--- src/design/sle_pkg.sv ---
package sle_pkg;

    localparam int DEF_CAPACITY = 16;

    // fixed field widths
    localparam int TYPE_W = 3;
    localparam int WORD_W = 32;
    localparam int POS_W  = 5;
    localparam int STAT_W = 2;
    localparam int FPOS_W = 4;
    localparam int LEN_W  = 5;

    localparam int S_TDATA_W = 72;  // value, upper_bound, position, 3 pad bits
    localparam int S_TUSER_W = TYPE_W;
    localparam int M_TDATA_W = 48;

    localparam logic [TYPE_W-1:0] REQ_INSERT = 3'd0;
    localparam logic [TYPE_W-1:0] REQ_FIND   = 3'd1;
    localparam logic [TYPE_W-1:0] REQ_REMOVE = 3'd2;
    localparam logic [TYPE_W-1:0] REQ_RANGE  = 3'd3;
    localparam logic [TYPE_W-1:0] REQ_READ   = 3'd4;

    localparam logic [STAT_W-1:0] ST_OK       = 2'd0;
    localparam logic [STAT_W-1:0] ST_FULL     = 2'd1;
    localparam logic [STAT_W-1:0] ST_RANGE    = 2'd2;
    localparam logic [STAT_W-1:0] ST_NOTFOUND = 2'd3;

    typedef enum logic [2:0] {
        S_IDLE = 3'b001,
        S_RUN  = 3'b010,
        S_FIN  = 3'b100
    } sle_state_t;

    typedef struct packed {
        logic [LEN_W-1:0]  list_length;
        logic [LEN_W-1:0]  removed_count;
        logic [WORD_W-1:0] read_value;
        logic [FPOS_W-1:0] found_position;
        logic [STAT_W-1:0] status;
    } sle_res_t;

endpackage

--- src/design/sle_mem.sv ---
module sle_mem #(
    parameter int DEPTH = 16,
    parameter int AW    = 4,
    parameter int DW    = 32
) (
    input  logic          aclk,
    input  logic          we,
    input  logic [AW-1:0] waddr,
    input  logic [DW-1:0] wdata,
    input  logic [AW-1:0] raddr,
    output logic [DW-1:0] rdata
);
    logic [DW-1:0] mem_reg [DEPTH];
    logic [DW-1:0] rdata_reg;

    always_ff @(posedge aclk) begin
        if (we) begin
            mem_reg[waddr] <= wdata;
        end
        rdata_reg <= mem_reg[raddr];
    end

    assign rdata = rdata_reg;
endmodule

--- src/design/sle_ctrl.sv ---
module sle_ctrl #(
    parameter int CAPACITY = 16,
    parameter int IDX_W    = 4,
    parameter int CNT_W    = 5
) (
    input  logic                         aclk,
    input  logic                         aresetn,
    input  logic                         in_valid,
    output logic                         in_ready,
    input  logic [sle_pkg::TYPE_W-1:0]   in_type,
    input  logic [sle_pkg::WORD_W-1:0]   in_value,
    input  logic [sle_pkg::WORD_W-1:0]   in_upper,
    input  logic [sle_pkg::POS_W-1:0]    in_pos,
    output logic                         mem_we,
    output logic [IDX_W-1:0]             mem_waddr,
    output logic [sle_pkg::WORD_W-1:0]   mem_wdata,
    output logic [IDX_W-1:0]             mem_raddr,
    input  logic [sle_pkg::WORD_W-1:0]   mem_rdata,
    output logic                         res_valid,
    input  logic                         res_take,
    output sle_pkg::sle_res_t            res
);
    import sle_pkg::*;

    localparam int CMP_W = (CNT_W > POS_W) ? CNT_W : POS_W;

    sle_state_t        state_reg, state_next;
    logic [TYPE_W-1:0] op_reg, op_next;
    logic              noop_reg, noop_next;
    logic [WORD_W-1:0] val_reg, val_next;
    logic [WORD_W-1:0] hi_reg, hi_next;
    logic [IDX_W-1:0]  pos_reg, pos_next;
    logic [IDX_W-1:0]  rd_ptr_reg, rd_ptr_next;
    logic [CNT_W-1:0]  rd_left_reg, rd_left_next;
    logic              pend_reg, pend_next;
    logic [IDX_W-1:0]  pend_addr_reg, pend_addr_next;
    logic [CNT_W-1:0]  count_reg, count_next;
    logic [CNT_W-1:0]  keep_reg, keep_next;
    logic [CNT_W-1:0]  removed_reg, removed_next;
    logic              found_reg, found_next;
    logic [IDX_W-1:0]  fpos_reg, fpos_next;
    logic [WORD_W-1:0] rval_reg, rval_next;
    logic [STAT_W-1:0] status_reg, status_next;
    sle_res_t          res_reg, res_next;

    logic [CMP_W-1:0]  pos_x, cnt_x;
    logic              in_rng;

    assign pos_x = CMP_W'(in_pos);
    assign cnt_x = CMP_W'(count_reg);
    assign in_rng = ($signed(val_reg) <= $signed(mem_rdata)) &&
                    ($signed(mem_rdata) <= $signed(hi_reg));

    assign mem_raddr = rd_ptr_reg;
    assign res       = res_reg;

    always_comb begin
        state_next     = state_reg;
        op_next        = op_reg;
        noop_next      = noop_reg;
        val_next       = val_reg;
        hi_next        = hi_reg;
        pos_next       = pos_reg;
        rd_ptr_next    = rd_ptr_reg;
        rd_left_next   = rd_left_reg;
        pend_next      = 1'b0;
        pend_addr_next = rd_ptr_reg;
        count_next     = count_reg;
        keep_next      = keep_reg;
        removed_next   = removed_reg;
        found_next     = found_reg;
        fpos_next      = fpos_reg;
        rval_next      = rval_reg;
        status_next    = status_reg;
        res_next       = res_reg;
        mem_we         = 1'b0;
        mem_waddr      = '0;
        mem_wdata      = mem_rdata;
        in_ready       = 1'b0;
        res_valid      = 1'b0;

        case (state_reg)
            S_IDLE: begin
                in_ready = 1'b1;
                if (in_valid) begin
                    state_next   = S_RUN;
                    op_next      = in_type;
                    val_next     = in_value;
                    hi_next      = in_upper;
                    pos_next     = IDX_W'(in_pos);
                    rd_ptr_next  = '0;
                    rd_left_next = '0;
                    keep_next    = '0;
                    removed_next = '0;
                    found_next   = 1'b0;
                    fpos_next    = '0;
                    rval_next    = '0;
                    status_next  = ST_OK;
                    noop_next    = 1'b0;
                    case (in_type)
                        REQ_INSERT: begin
                            if (count_reg == CNT_W'(CAPACITY)) begin
                                status_next = ST_FULL;
                                noop_next   = 1'b1;
                            end else if (pos_x > cnt_x) begin
                                status_next = ST_RANGE;
                                noop_next   = 1'b1;
                            end else begin
                                // walk from the tail down, each word moves up one
                                rd_ptr_next  = IDX_W'(count_reg - CNT_W'(1));
                                rd_left_next = count_reg - CNT_W'(in_pos);
                            end
                        end
                        REQ_FIND: begin
                            status_next  = ST_NOTFOUND;
                            rd_left_next = count_reg;
                        end
                        REQ_REMOVE: begin
                            if (pos_x >= cnt_x) begin
                                status_next = ST_RANGE;
                                noop_next   = 1'b1;
                            end else begin
                                rd_ptr_next  = IDX_W'(CNT_W'(in_pos) + CNT_W'(1));
                                rd_left_next = count_reg - CNT_W'(in_pos) - CNT_W'(1);
                            end
                        end
                        REQ_RANGE: begin
                            rd_left_next = count_reg;
                        end
                        REQ_READ: begin
                            if (pos_x >= cnt_x) begin
                                status_next = ST_RANGE;
                                noop_next   = 1'b1;
                            end else begin
                                rd_ptr_next  = IDX_W'(in_pos);
                                rd_left_next = CNT_W'(1);
                            end
                        end
                        default: begin
                            noop_next = 1'b1;
                        end
                    endcase
                end
            end

            S_RUN: begin
                // issue one read per cycle
                if (rd_left_reg != '0) begin
                    pend_next    = 1'b1;
                    rd_left_next = rd_left_reg - CNT_W'(1);
                    if (op_reg == REQ_INSERT) begin
                        rd_ptr_next = rd_ptr_reg - IDX_W'(1);
                    end else begin
                        rd_ptr_next = rd_ptr_reg + IDX_W'(1);
                    end
                end

                // read data is back in the next cycle; write targets never
                // collide with reads still in flight
                if (pend_reg) begin
                    case (op_reg)
                        REQ_INSERT: begin
                            mem_we    = 1'b1;
                            mem_waddr = pend_addr_reg + IDX_W'(1);
                        end
                        REQ_REMOVE: begin
                            mem_we    = 1'b1;
                            mem_waddr = pend_addr_reg - IDX_W'(1);
                        end
                        REQ_FIND: begin
                            if (!found_reg && mem_rdata == val_reg) begin
                                found_next   = 1'b1;
                                fpos_next    = pend_addr_reg;
                                rd_left_next = '0;
                            end
                        end
                        REQ_RANGE: begin
                            if (in_rng) begin
                                removed_next = removed_reg + CNT_W'(1);
                            end else begin
                                mem_we    = 1'b1;
                                mem_waddr = IDX_W'(keep_reg);
                                keep_next = keep_reg + CNT_W'(1);
                            end
                        end
                        REQ_READ: begin
                            rval_next = mem_rdata;
                        end
                        default: begin
                        end
                    endcase
                end

                if (rd_left_reg == '0 && !pend_reg) begin
                    state_next = S_FIN;
                    if (!noop_reg) begin
                        case (op_reg)
                            REQ_INSERT: begin
                                mem_we     = 1'b1;
                                mem_waddr  = pos_reg;
                                mem_wdata  = val_reg;
                                count_next = count_reg + CNT_W'(1);
                            end
                            REQ_REMOVE: begin
                                count_next = count_reg - CNT_W'(1);
                            end
                            REQ_RANGE: begin
                                count_next = keep_reg;
                            end
                            REQ_FIND: begin
                                if (found_reg) begin
                                    status_next = ST_OK;
                                end
                            end
                            default: begin
                            end
                        endcase
                    end
                    res_next.status         = (op_reg == REQ_FIND && found_reg) ?
                                              ST_OK : status_reg;
                    res_next.found_position = FPOS_W'(fpos_reg);
                    res_next.read_value     = rval_reg;
                    res_next.removed_count  = LEN_W'(removed_reg);
                    res_next.list_length    = LEN_W'(count_next);
                end
            end

            S_FIN: begin
                res_valid = 1'b1;
                if (res_take) begin
                    state_next = S_IDLE;
                end
            end

            default: begin
                state_next = S_IDLE;
            end
        endcase
    end

    always_ff @(posedge aclk) begin
        if (!aresetn) begin
            state_reg <= S_IDLE;
            count_reg <= '0;
            pend_reg  <= 1'b0;
        end else begin
            state_reg <= state_next;
            count_reg <= count_next;
            pend_reg  <= pend_next;
        end
    end

    always_ff @(posedge aclk) begin
        op_reg        <= op_next;
        noop_reg      <= noop_next;
        val_reg       <= val_next;
        hi_reg        <= hi_next;
        pos_reg       <= pos_next;
        rd_ptr_reg    <= rd_ptr_next;
        rd_left_reg   <= rd_left_next;
        pend_addr_reg <= pend_addr_next;
        keep_reg      <= keep_next;
        removed_reg   <= removed_next;
        found_reg     <= found_next;
        fpos_reg      <= fpos_next;
        rval_reg      <= rval_next;
        status_reg    <= status_next;
        res_reg       <= res_next;
    end
endmodule

--- src/design/sequential_list_engine_core.sv ---
// Channel | Dir | tdata (low bit up)                              | tuser
// s_      | in  | value[31:0] upper_bound[63:32] position[68:64]  | req_type[2:0]
// m_      | out | status[1:0] found_position[5:2] read_value[37:6]|
//         |     | removed_count[42:38] list_length[47:43]         | -
//
// One request at a time; each walks n entries (up to CAPACITY, a find stops one read
// past its match) at one memory read per cycle in S_RUN. Its word then passes through S_FIN
// into the output register, and the next request is taken once the controller is back in S_IDLE.
// Reset (aresetn low, synchronous) empties the list; memory contents are not cleared.
// A result waiting on m_tready does not block acceptance of the next request;
// that request finishes and then holds until the output register frees up.
module sequential_list_engine_core #(
    parameter int CAPACITY = sle_pkg::DEF_CAPACITY
) (
    input  logic                           aclk,
    input  logic                           aresetn,
    input  logic                           s_tvalid,
    output logic                           s_tready,
    // value, upper_bound, position, zero pad
    input  logic [sle_pkg::S_TDATA_W-1:0]  s_tdata,
    // req_type
    input  logic [sle_pkg::S_TUSER_W-1:0]  s_tuser,
    output logic                           m_tvalid,
    input  logic                           m_tready,
    // status, found_position, read_value, removed_count, list_length
    output logic [sle_pkg::M_TDATA_W-1:0]  m_tdata
);
    import sle_pkg::*;

    localparam int IDX_W = (CAPACITY > 1) ? $clog2(CAPACITY) : 1;
    localparam int CNT_W = $clog2(CAPACITY + 1);

    logic              mem_we;
    logic [IDX_W-1:0]  mem_waddr, mem_raddr;
    logic [WORD_W-1:0] mem_wdata, mem_rdata;
    logic              res_valid, res_take;
    sle_res_t          res;

    logic              m_tvalid_reg, m_tvalid_next;
    sle_res_t          m_res_reg;

    sle_mem #(
        .DEPTH (CAPACITY),
        .AW    (IDX_W),
        .DW    (WORD_W)
    ) u_mem (
        .aclk  (aclk),
        .we    (mem_we),
        .waddr (mem_waddr),
        .wdata (mem_wdata),
        .raddr (mem_raddr),
        .rdata (mem_rdata)
    );

    sle_ctrl #(
        .CAPACITY (CAPACITY),
        .IDX_W    (IDX_W),
        .CNT_W    (CNT_W)
    ) u_ctrl (
        .aclk      (aclk),
        .aresetn   (aresetn),
        .in_valid  (s_tvalid),
        .in_ready  (s_tready),
        .in_type   (s_tuser),
        .in_value  (s_tdata[31:0]),
        .in_upper  (s_tdata[63:32]),
        .in_pos    (s_tdata[68:64]),
        .mem_we    (mem_we),
        .mem_waddr (mem_waddr),
        .mem_wdata (mem_wdata),
        .mem_raddr (mem_raddr),
        .mem_rdata (mem_rdata),
        .res_valid (res_valid),
        .res_take  (res_take),
        .res       (res)
    );

    // output word register
    assign res_take = !m_tvalid_reg || m_tready;

    always_comb begin
        m_tvalid_next = m_tvalid_reg;
        if (res_take) begin
            m_tvalid_next = res_valid;
        end
    end

    always_ff @(posedge aclk) begin
        if (!aresetn) begin
            m_tvalid_reg <= 1'b0;
        end else begin
            m_tvalid_reg <= m_tvalid_next;
        end
    end

    always_ff @(posedge aclk) begin
        if (res_take && res_valid) begin
            m_res_reg <= res;
        end
    end

    assign m_tvalid = m_tvalid_reg;
    assign m_tdata  = m_res_reg;

    // a request is held for its whole run
    a_one_at_a_time: assert property (@(posedge aclk) disable iff (!aresetn)
        s_tvalid && s_tready |=> !s_tready)
        else $error("request accepted while another is in progress");

    a_len_bound: assert property (@(posedge aclk) disable iff (!aresetn)
        m_tvalid |-> (m_res_reg.list_length <= CAPACITY))
        else $error("list length beyond capacity");

    a_full_len: assert property (@(posedge aclk) disable iff (!aresetn)
        m_tvalid && m_res_reg.status == ST_FULL |->
            m_res_reg.list_length == LEN_W'(CAPACITY))
        else $error("full status while list has room");

    a_removed_ok: assert property (@(posedge aclk) disable iff (!aresetn)
        m_tvalid && m_res_reg.removed_count != '0 |-> m_res_reg.status == ST_OK)
        else $error("removal count with error status");
endmodule
--- config.mk ---
export PLATFORM = sky130hd
export DESIGN_NAME = sequential_list_engine_core
export DESIGN_NICKNAME = d
export VERILOG_FILES = /design/src/design/sle_pkg.sv /design/src/design/sle_mem.sv /design/src/design/sle_ctrl.sv /design/src/design/sequential_list_engine_core.sv
export SDC_FILE = /design/constraint.sdc
export NUM_CORES = 1
export LEC_CHECK = 0
export ABC_AREA = 1
export ABC_CLOCK_PERIOD_IN_PS = 4900
export BUFFER_PORTS_ARGS = -buffer_cell sky130_fd_sc_hd__buf_4
export CORE_ASPECT_RATIO = 1.4
export CORE_MARGIN = 10
export CORE_UTILIZATION = 60
export DETAILED_ROUTE_END_ITERATION = 7
export MAX_ROUTING_LAYER = met4
export PLACE_DENSITY_LB_ADDON = 0.12
export SYNTH_ARGS = -nofsm -noshare
export SYNTH_HDL_FRONTEND = slang
export SYNTH_SLANG_ARGS = --single-unit
--- constraint.sdc ---
create_clock -name aclk -period 4.9 [get_ports aclk]
set_input_delay 0.245 -clock aclk [delete_from_list [all_inputs] [get_ports aclk]]
set_output_delay 0.245 -clock aclk [all_outputs]
set_load 0.02 [all_outputs]
# Yosys cells after proc, flatten, opt, wreduce, memory -nomap -nowiden
# Memory sizes are Yosys's and may differ from the RTL's. A register that Yosys moved wholly into a read port is not among the register bits.
# Index checks and enable logic that the tools add are counted.
# classes
n_lt_le_gt_ge,4
n_eq_ne,26
n_mux,86
n_reduce_logical,28
add_sub_neg,12
# op_table
op,n
2-to-1 mux 32 bit,7
2-to-1 mux 5 bit,16
2-to-1 mux 4 bit,17
<= comparator 32 bit,2
case mux 32 bit (2 select lines),1
== test 32 bit,1
case mux 5 bit (2 select lines),3
case mux 4 bit (3 select lines),2
case mux 5 bit (4 select lines),1
2-to-1 mux 1 bit,19
2-to-1 mux 2 bit,8
case mux 4 bit (2 select lines),2
adder 5 x 1 -> 5 bit (second input constant),3
== test 3 x 2 -> 1 bit (second input constant),5
case mux 5 bit (3 select lines),1
AND reduction 5 bit,3
subtractor 5 x 1 -> 5 bit (second input constant),3
!= test 2 x 1 -> 1 bit (second input constant),7
adder 4 x 1 -> 4 bit (second input constant),3
!= test 2 bit (second input constant),6
== test 3 x 1 -> 1 bit (second input constant),3
== test 3 bit (second input constant),3
2-to-1 mux 3 bit,3
case mux 3 bit (3 select lines),1
other kinds (21),36
# word_totals
ramBits,512
input_bits,79
output_inout_bits,50
memories,1
regBits,240
word_cells,185
# mem_list
memory,depth,width,read_ports,rd_clocked_by_memory_dff,wr,line,source
u_mem.mem_reg,16,32,1,1,1,sle_mem.sv:13,logic [DW-1:0] mem_reg [DEPTH];

# Logic depth before layout (Yosys ltp)
# depth
ltp_word,11
mapped_depth,23
ltp_nobuf,23

# Cells and area by module
# Synthesis repeated with hierarchy kept, for this count alone.
# hier_totals
hier_cells,3114
hier_area_um2,33938.8
# modules_own_cells
mod,seq_area_each_um2,cells_each,area_per_inst_um2,n_inst
sle_mem,16015.4,2122,22739.3,1
sle_ctrl,5605.4,937,9706.8,1
sequential_list_engine_core,1461.4,55,1492.7,1

# Worst setup path after synthesis
# OpenSTA, ideal clock, no wires.
# synth_timing
path_type,flip-flop to flip-flop
from,reg u_ctrl.state_reg[0]
to,"reg u_ctrl.rd_ptr_reg[0] (netlist: u_ctrl.mem_raddr[0]), enable pin"
required_time_ns,4.582
arrival_ns,4.640
n_path_buf,0
setup_ns,0.318
path_stages_with_launch,7
period_less_slack_ns,4.958
path_slack_ns,-0.058
path_cell_list,dfxtp_1 inv_1 nor3_1 inv_1 nor2_1 inv_1 nand2_1
# synth_via
elab_chain_len,3
word_cells_on_any_way,6
classes_between,4 x eq/ne; 2 x reduce/logical
# synth_lines
element,line,source
start: declaration,sle_ctrl.sv:27,"sle_state_t state_reg, state_next;"
start signal: assignment,sle_ctrl.sv:247,state_reg <= state_next;
== test 3 x 2 -> 1 bit or == test 3 x 1 -> 1 bit (tied branches),sle_ctrl.sv:82,case (state_reg)
"!= test 2 x 1 -> 1 bit (no source line), or another cell as far along",-,
AND reduction 3 bit (no source line) (*),-,
end signal: assignment,sle_ctrl.sv:259,rd_ptr_reg <= rd_ptr_next;
end: declaration,sle_ctrl.sv:33,"logic [IDX_W-1:0] rd_ptr_reg, rd_ptr_next;"
# Every way passes the cells marked *; elsewhere a longest branch is shown, timed or not.
# A chain may end at the register's enable or synchronous reset.

# Final worst setup path
# layout_timing
from,reg u_ctrl.op_reg[2]
to,"mem u_mem.mem_reg[10][10], data pin"
# layout_via
elab_chain_len,5
# layout_lines
element,line,source
start: declaration,sle_ctrl.sv:28,"logic [TYPE_W-1:0] op_reg, op_next;"
start signal: assignment,sle_ctrl.sv:254,op_reg <= op_next;
logical NOT 3 bit,sle_ctrl.sv:197,case (op_reg)
2-to-1 mux 32 bit,sle_ctrl.sv:197,
2-to-1 mux 32 bit,sle_ctrl.sv:196,if (!noop_reg) begin
2-to-1 mux 32 bit,sle_ctrl.sv:194,if (rd_left_reg == '0 && !pend_reg) begin
2-to-1 mux 32 bit,sle_ctrl.sv:82,
net mem_wdata[10],sequential_list_engine_core.sv:35,"logic [WORD_W-1:0] mem_wdata, mem_rdata;"
end: declaration,sle_mem.sv:13,
# The timed path passes the listed nets, and every way through them passes these cells.

==> flow_summary.html <==
<table>
<tr><th>Metric</th><th>Value</th></tr>
<tr><th colspan="2">Synth</th></tr>
<tr><td>Yosys warnings</td><td>0</td></tr>
<tr><td>Cell count after synthesis</td><td>between 2k and 2.5k</td></tr>
<tr><td>Post-synthesis simple-gate area fraction</td><td>~8.8%</td></tr>
<tr><td>Largest family of logic cells by synthesized area</td><td>compound AO/OA/AOI/OAI gates</td></tr>
<tr><td>Share of synthesized area occupied by flip-flops and latches</td><td>73.2%</td></tr>
<tr><td>Number of synthesized flops with an enable pin</td><td>~740</td></tr>
<tr><td>Post-synth net total</td><td>about 2.6k</td></tr>
<tr><td>Post-synthesis mux area share</td><td>0%</td></tr>
<tr><td>Asr flop ratio synth</td><td>0%</td></tr>
<tr><td>Average cell area after synthesis</td><td>~13 sq um</td></tr>
<tr><td>Most used flip-flop cell after synthesis</td><td>edfxtp_1</td></tr>
<tr><td>Share of the synthesized area in compound gates (AO/OA/AOI/OAI)</td><td>10.7%</td></tr>
<tr><td>Share of the synthesized netlist area taken by xor and xnor gates</td><td>0.583%</td></tr>
<tr><td>Cell Area, Synth</td><td>31,600 sq um</td></tr>
<tr><td>Post-synthesis register bit count</td><td>between 700 and 800</td></tr>
<tr><td>Number of distinct library cells after synthesis</td><td>43</td></tr>
<tr><td>Adder and majority gate portion of the synthesized area</td><td>3.40%</td></tr>
<tr><th colspan="2">Floorplanning</th></tr>
<tr><td>Starting Density</td><td>60.5%</td></tr>
<tr><td>Boundary pin count</td><td>129</td></tr>
<tr><td>Area of the core</td><td>52,100 sq um</td></tr>
<tr><td>Die Y</td><td>291 um</td></tr>
<tr><td>Cell row count</td><td>99</td></tr>
<tr><td>Overall die width</td><td>around 210 um</td></tr>
<tr><td>Die Area</td><td>62,300 sq um</td></tr>
<tr><th colspan="2">Placed design</th></tr>
<tr><td>Gpl congestion</td><td>a little under 0.9</td></tr>
<tr><td>IO Port Bufs</td><td>125</td></tr>
<tr><td>Final HPWL from detailed placement</td><td>roughly 44,000 um</td></tr>
<tr><td>Pre-CTS WS</td><td>between 900 and 1000 ps</td></tr>
<tr><td>Number of cells after detailed placement</td><td>about 3.2k</td></tr>
<tr><th colspan="2">Global routing</th></tr>
<tr><td>Largest net degree at the start of global routing</td><td>around 260</td></tr>
<tr><td>Total congestion overflow</td><td>0</td></tr>
<tr><td>Via count of the first global-routing pass</td><td>~20k</td></tr>
<tr><td>Number of antenna violations at the first check in global routing</td><td>4</td></tr>
<tr><td>Global-route wire length before repair</td><td>approximately 120,000 um</td></tr>
<tr><td>GRT Total Usage</td><td>25.4%</td></tr>
<tr><th colspan="2">Final layout</th></tr>
<tr><td>Most common cell after layout, fill and taps aside</td><td>edfxtp_1</td></tr>
<tr><td>Final core area utilization</td><td>a little over two thirds</td></tr>
<tr><td>Commonest cells after routing, fill and taps aside</td><td>edfxtp_1 (738), nor2_1 (379), o21ai_0 (283)</td></tr>
<tr><td>Max reg flops</td><td>between 500 and 600</td></tr>
<tr><td>Finished Layout Cells</td><td>around 3.4k</td></tr>
<tr><td>Number of nets in the layout</td><td>approximately 2.8k</td></tr>
<tr><td>Share of layout cells above drive strength 1</td><td>between 10% and 20%</td></tr>
<tr><td>Synth-to-layout area growth</td><td>16.0%</td></tr>
<tr><th colspan="2">Timing</th></tr>
<tr><td>Highest clock rate</td><td>252 MHz</td></tr>
<tr><td>Final Skew</td><td>between 20 and 30 ps</td></tr>
<tr><td>Period minus WS final</td><td>3960 ps</td></tr>
<tr><td>Measured slew at the worst slew-check pin</td><td>around 1500 ps</td></tr>
<tr><td>Number of endpoints failing setup at the final stage</td><td>0</td></tr>
<tr><td>Slew Limit Headroom</td><td>about 2.3%</td></tr>
<tr><td>Tightest hold margin</td><td>between 300 and 400 ps</td></tr>
<tr><td>Worst path setup slack after routing</td><td>938 ps</td></tr>
<tr><td>RSZ-0062 raised after global routing</td><td>false</td></tr>
<tr><td>Final Hold Fails</td><td>0</td></tr>
<tr><td>Total negative slack</td><td>0 ps</td></tr>
<tr><td>Final worst-path cycle share</td><td>between 80 and 90%</td></tr>
<tr><td>Final Max Tran Viols</td><td>0</td></tr>
<tr><th colspan="2">Worst hold path</th></tr>
<tr><td>Kind of path behind the tightest hold check</td><td>in2reg</td></tr>
<tr><td>Hold Path Origin</td><td>s_tdata[26]</td></tr>
<tr><th colspan="2">Detailed routing</th></tr>
<tr><td>DRC Markers</td><td>0</td></tr>
<tr><td>Vias per cell</td><td>approximately 6.1</td></tr>
<tr><td>Total iterations of the first detailed-routing run</td><td>5</td></tr>
<tr><td>Initial drt markers</td><td>between 2k and 2.5k</td></tr>
<tr><td>Wire per inst</td><td>around 23 um</td></tr>
<tr><td>Count of antenna-violating nets left after detailed routing</td><td>0</td></tr>
<tr><td>DRT Wirelength</td><td>77,300 um</td></tr>
<tr><td>Vias post-DR</td><td>between 20k and 25k</td></tr>
<tr><th colspan="2">Setup path</th></tr>
<tr><td>Setup crit start kind</td><td>flip-flop</td></tr>
<tr><td>Capturing element type of the critical path</td><td>flip-flop</td></tr>
<tr><td>Path type of the worst setup path</td><td>reg2reg</td></tr>
<tr><td>Peak fanout along the critical path</td><td>59</td></tr>
<tr><td>Arrival time at the worst endpoint</td><td>~4200 ps</td></tr>
<tr><td>FF-to-FF Start</td><td>u_ctrl.op_reg[2]$_DFFE_PP_</td></tr>
<tr><td>Endpoint required time on the critical path</td><td>between 5000 and 6000 ps</td></tr>
<tr><td>Setup crit start</td><td>u_ctrl.op_reg[2]$_DFFE_PP_</td></tr>
<tr><th colspan="2">Job</th></tr>
<tr><td># Max-Cap Violations</td><td>0</td></tr>
<tr><th colspan="2">Clocking</th></tr>
<tr><td>Total of cells resized after clock tree synthesis</td><td>0</td></tr>
<tr><td>Maximum buffer depth of the clock tree</td><td>3</td></tr>
<tr><td>Clock transition at the register clock pins on the worst setup and hold paths after CTS</td><td>70 ps</td></tr>
<tr><td>H-tree Lvls</td><td>3</td></tr>
<tr><td>Clk sinks</td><td>784</td></tr>
<tr><td>TritonCTS clock tree</td><td>built</td></tr>
<tr><td>CTS Buf Count</td><td>73</td></tr>
<tr><td>Skew-Pair Late Insertion Delay</td><td>about 620 ps</td></tr>
<tr><td>Root Driver</td><td>clkbuf_16</td></tr>
<tr><td>Setup bufs post-CTS</td><td>0</td></tr>
<tr><th colspan="2">Pwr</th></tr>
<tr><td>Leakage</td><td>about 0.013 uW</td></tr>
<tr><td>Power Dens Cells</td><td>about 420 nW/um^2</td></tr>
<tr><td>Maximum vdd ir drop</td><td>around 0.41 mV</td></tr>
<tr><th colspan="2">Outcome</th></tr>
<tr><td>Run status</td><td>complete, no violations</td></tr>
</table>
==> power by group <==
part,internal [uW],total (uW),switching [uW]
combinational,516,1750,1240
clock,3250,5700,2450
sequential,7790,7900,112
total,11500,15300,3800
==> cells in the mapped netlist, drive strengths merged, types with 41 or more instances <==
| master | number | area [sq um] |
|---|---|---|
| dfxtp | 46 | 921 |
| nor2 | 404 | 1540 |
| nand3 | 69 | 375 |
| clkbuf | 108 | 405 |
| ha | 81 | 1010 |
| inv | 156 | 586 |
| a21oi | 76 | 380 |
| o221ai | 95 | 832 |
| o22ai | 41 | 257 |
| o21ai | 289 | 1450 |
| nand2 | 180 | 718 |
| edfxtp | 738 | 22200 |
==> worst paths after layout <==
| path | to | slack (ps) | cells past startpoint |
|---|---|---|---|
| min reg2reg | m_tdata[42]$_DFFE_PP_ | 420 | 0 |
| max reg2reg | u_mem.mem_reg[10][10]$_DFFE_PP_ | 940 | 8 |
| min | u_ctrl.val_reg[26]$_DFFE_PP_ | 340 | 2 |
| max | u_mem.mem_reg[10][10]$_DFFE_PP_ | 940 | 8 |
==> what timing repair did <==
| item | CTS | global route |
|---|---|---|
| endpoints found under the hold margin | 78 | 0 |
| endpoints found under the setup margin | 0 | 0 |
| hold buffers | 74 | 0 |
==> kinds of logic after synthesis <==
kind of cell,after synthesis
flops,784
simple gates,676
compound gates,559
buf+inv,278
fa+ha+maj,84
xor+xnor,21
==> metrics by stage <==
stage,power [uW],instance area [sq um]
after global routing,15900,36600
after global placement,9630,33400
after detailed placement,9710,33400
after CTS,15400,36600
final,15300,36600
after floorplan,9080,31600
==> worst max-delay path, stage by stage, from the launching register on <==
cell and delay (ps):
edfxtp_1 460, nor2_1 180, inv_2 130, nor2_2 360, inv_2 140, nor2_1 240, nand2_2 640, buf_4 420
a21oi_1 950
==> final cells by class <==
class	count	area, sq um
Clock inverter	43	482
Tap cell	707	885
Multi-Input combinational cell	1340	7580
Clock buffer	90	1920
Fill cell	3416	15500
Antenna cell	2	5.00
Sequential cell	784	23100
Timing Repair Buffer	242	2060
Inverter	157	596
==> metal layers <==
metal	track usage, %	routed length, um	share of wire, %
met1	32.6	30700	40
met2	41.0	38300	50
met3	3.66	6460	8.4
met4	8.20	1900	2.5
met5	-	0	0
Power figures use the tool's default switching activity.
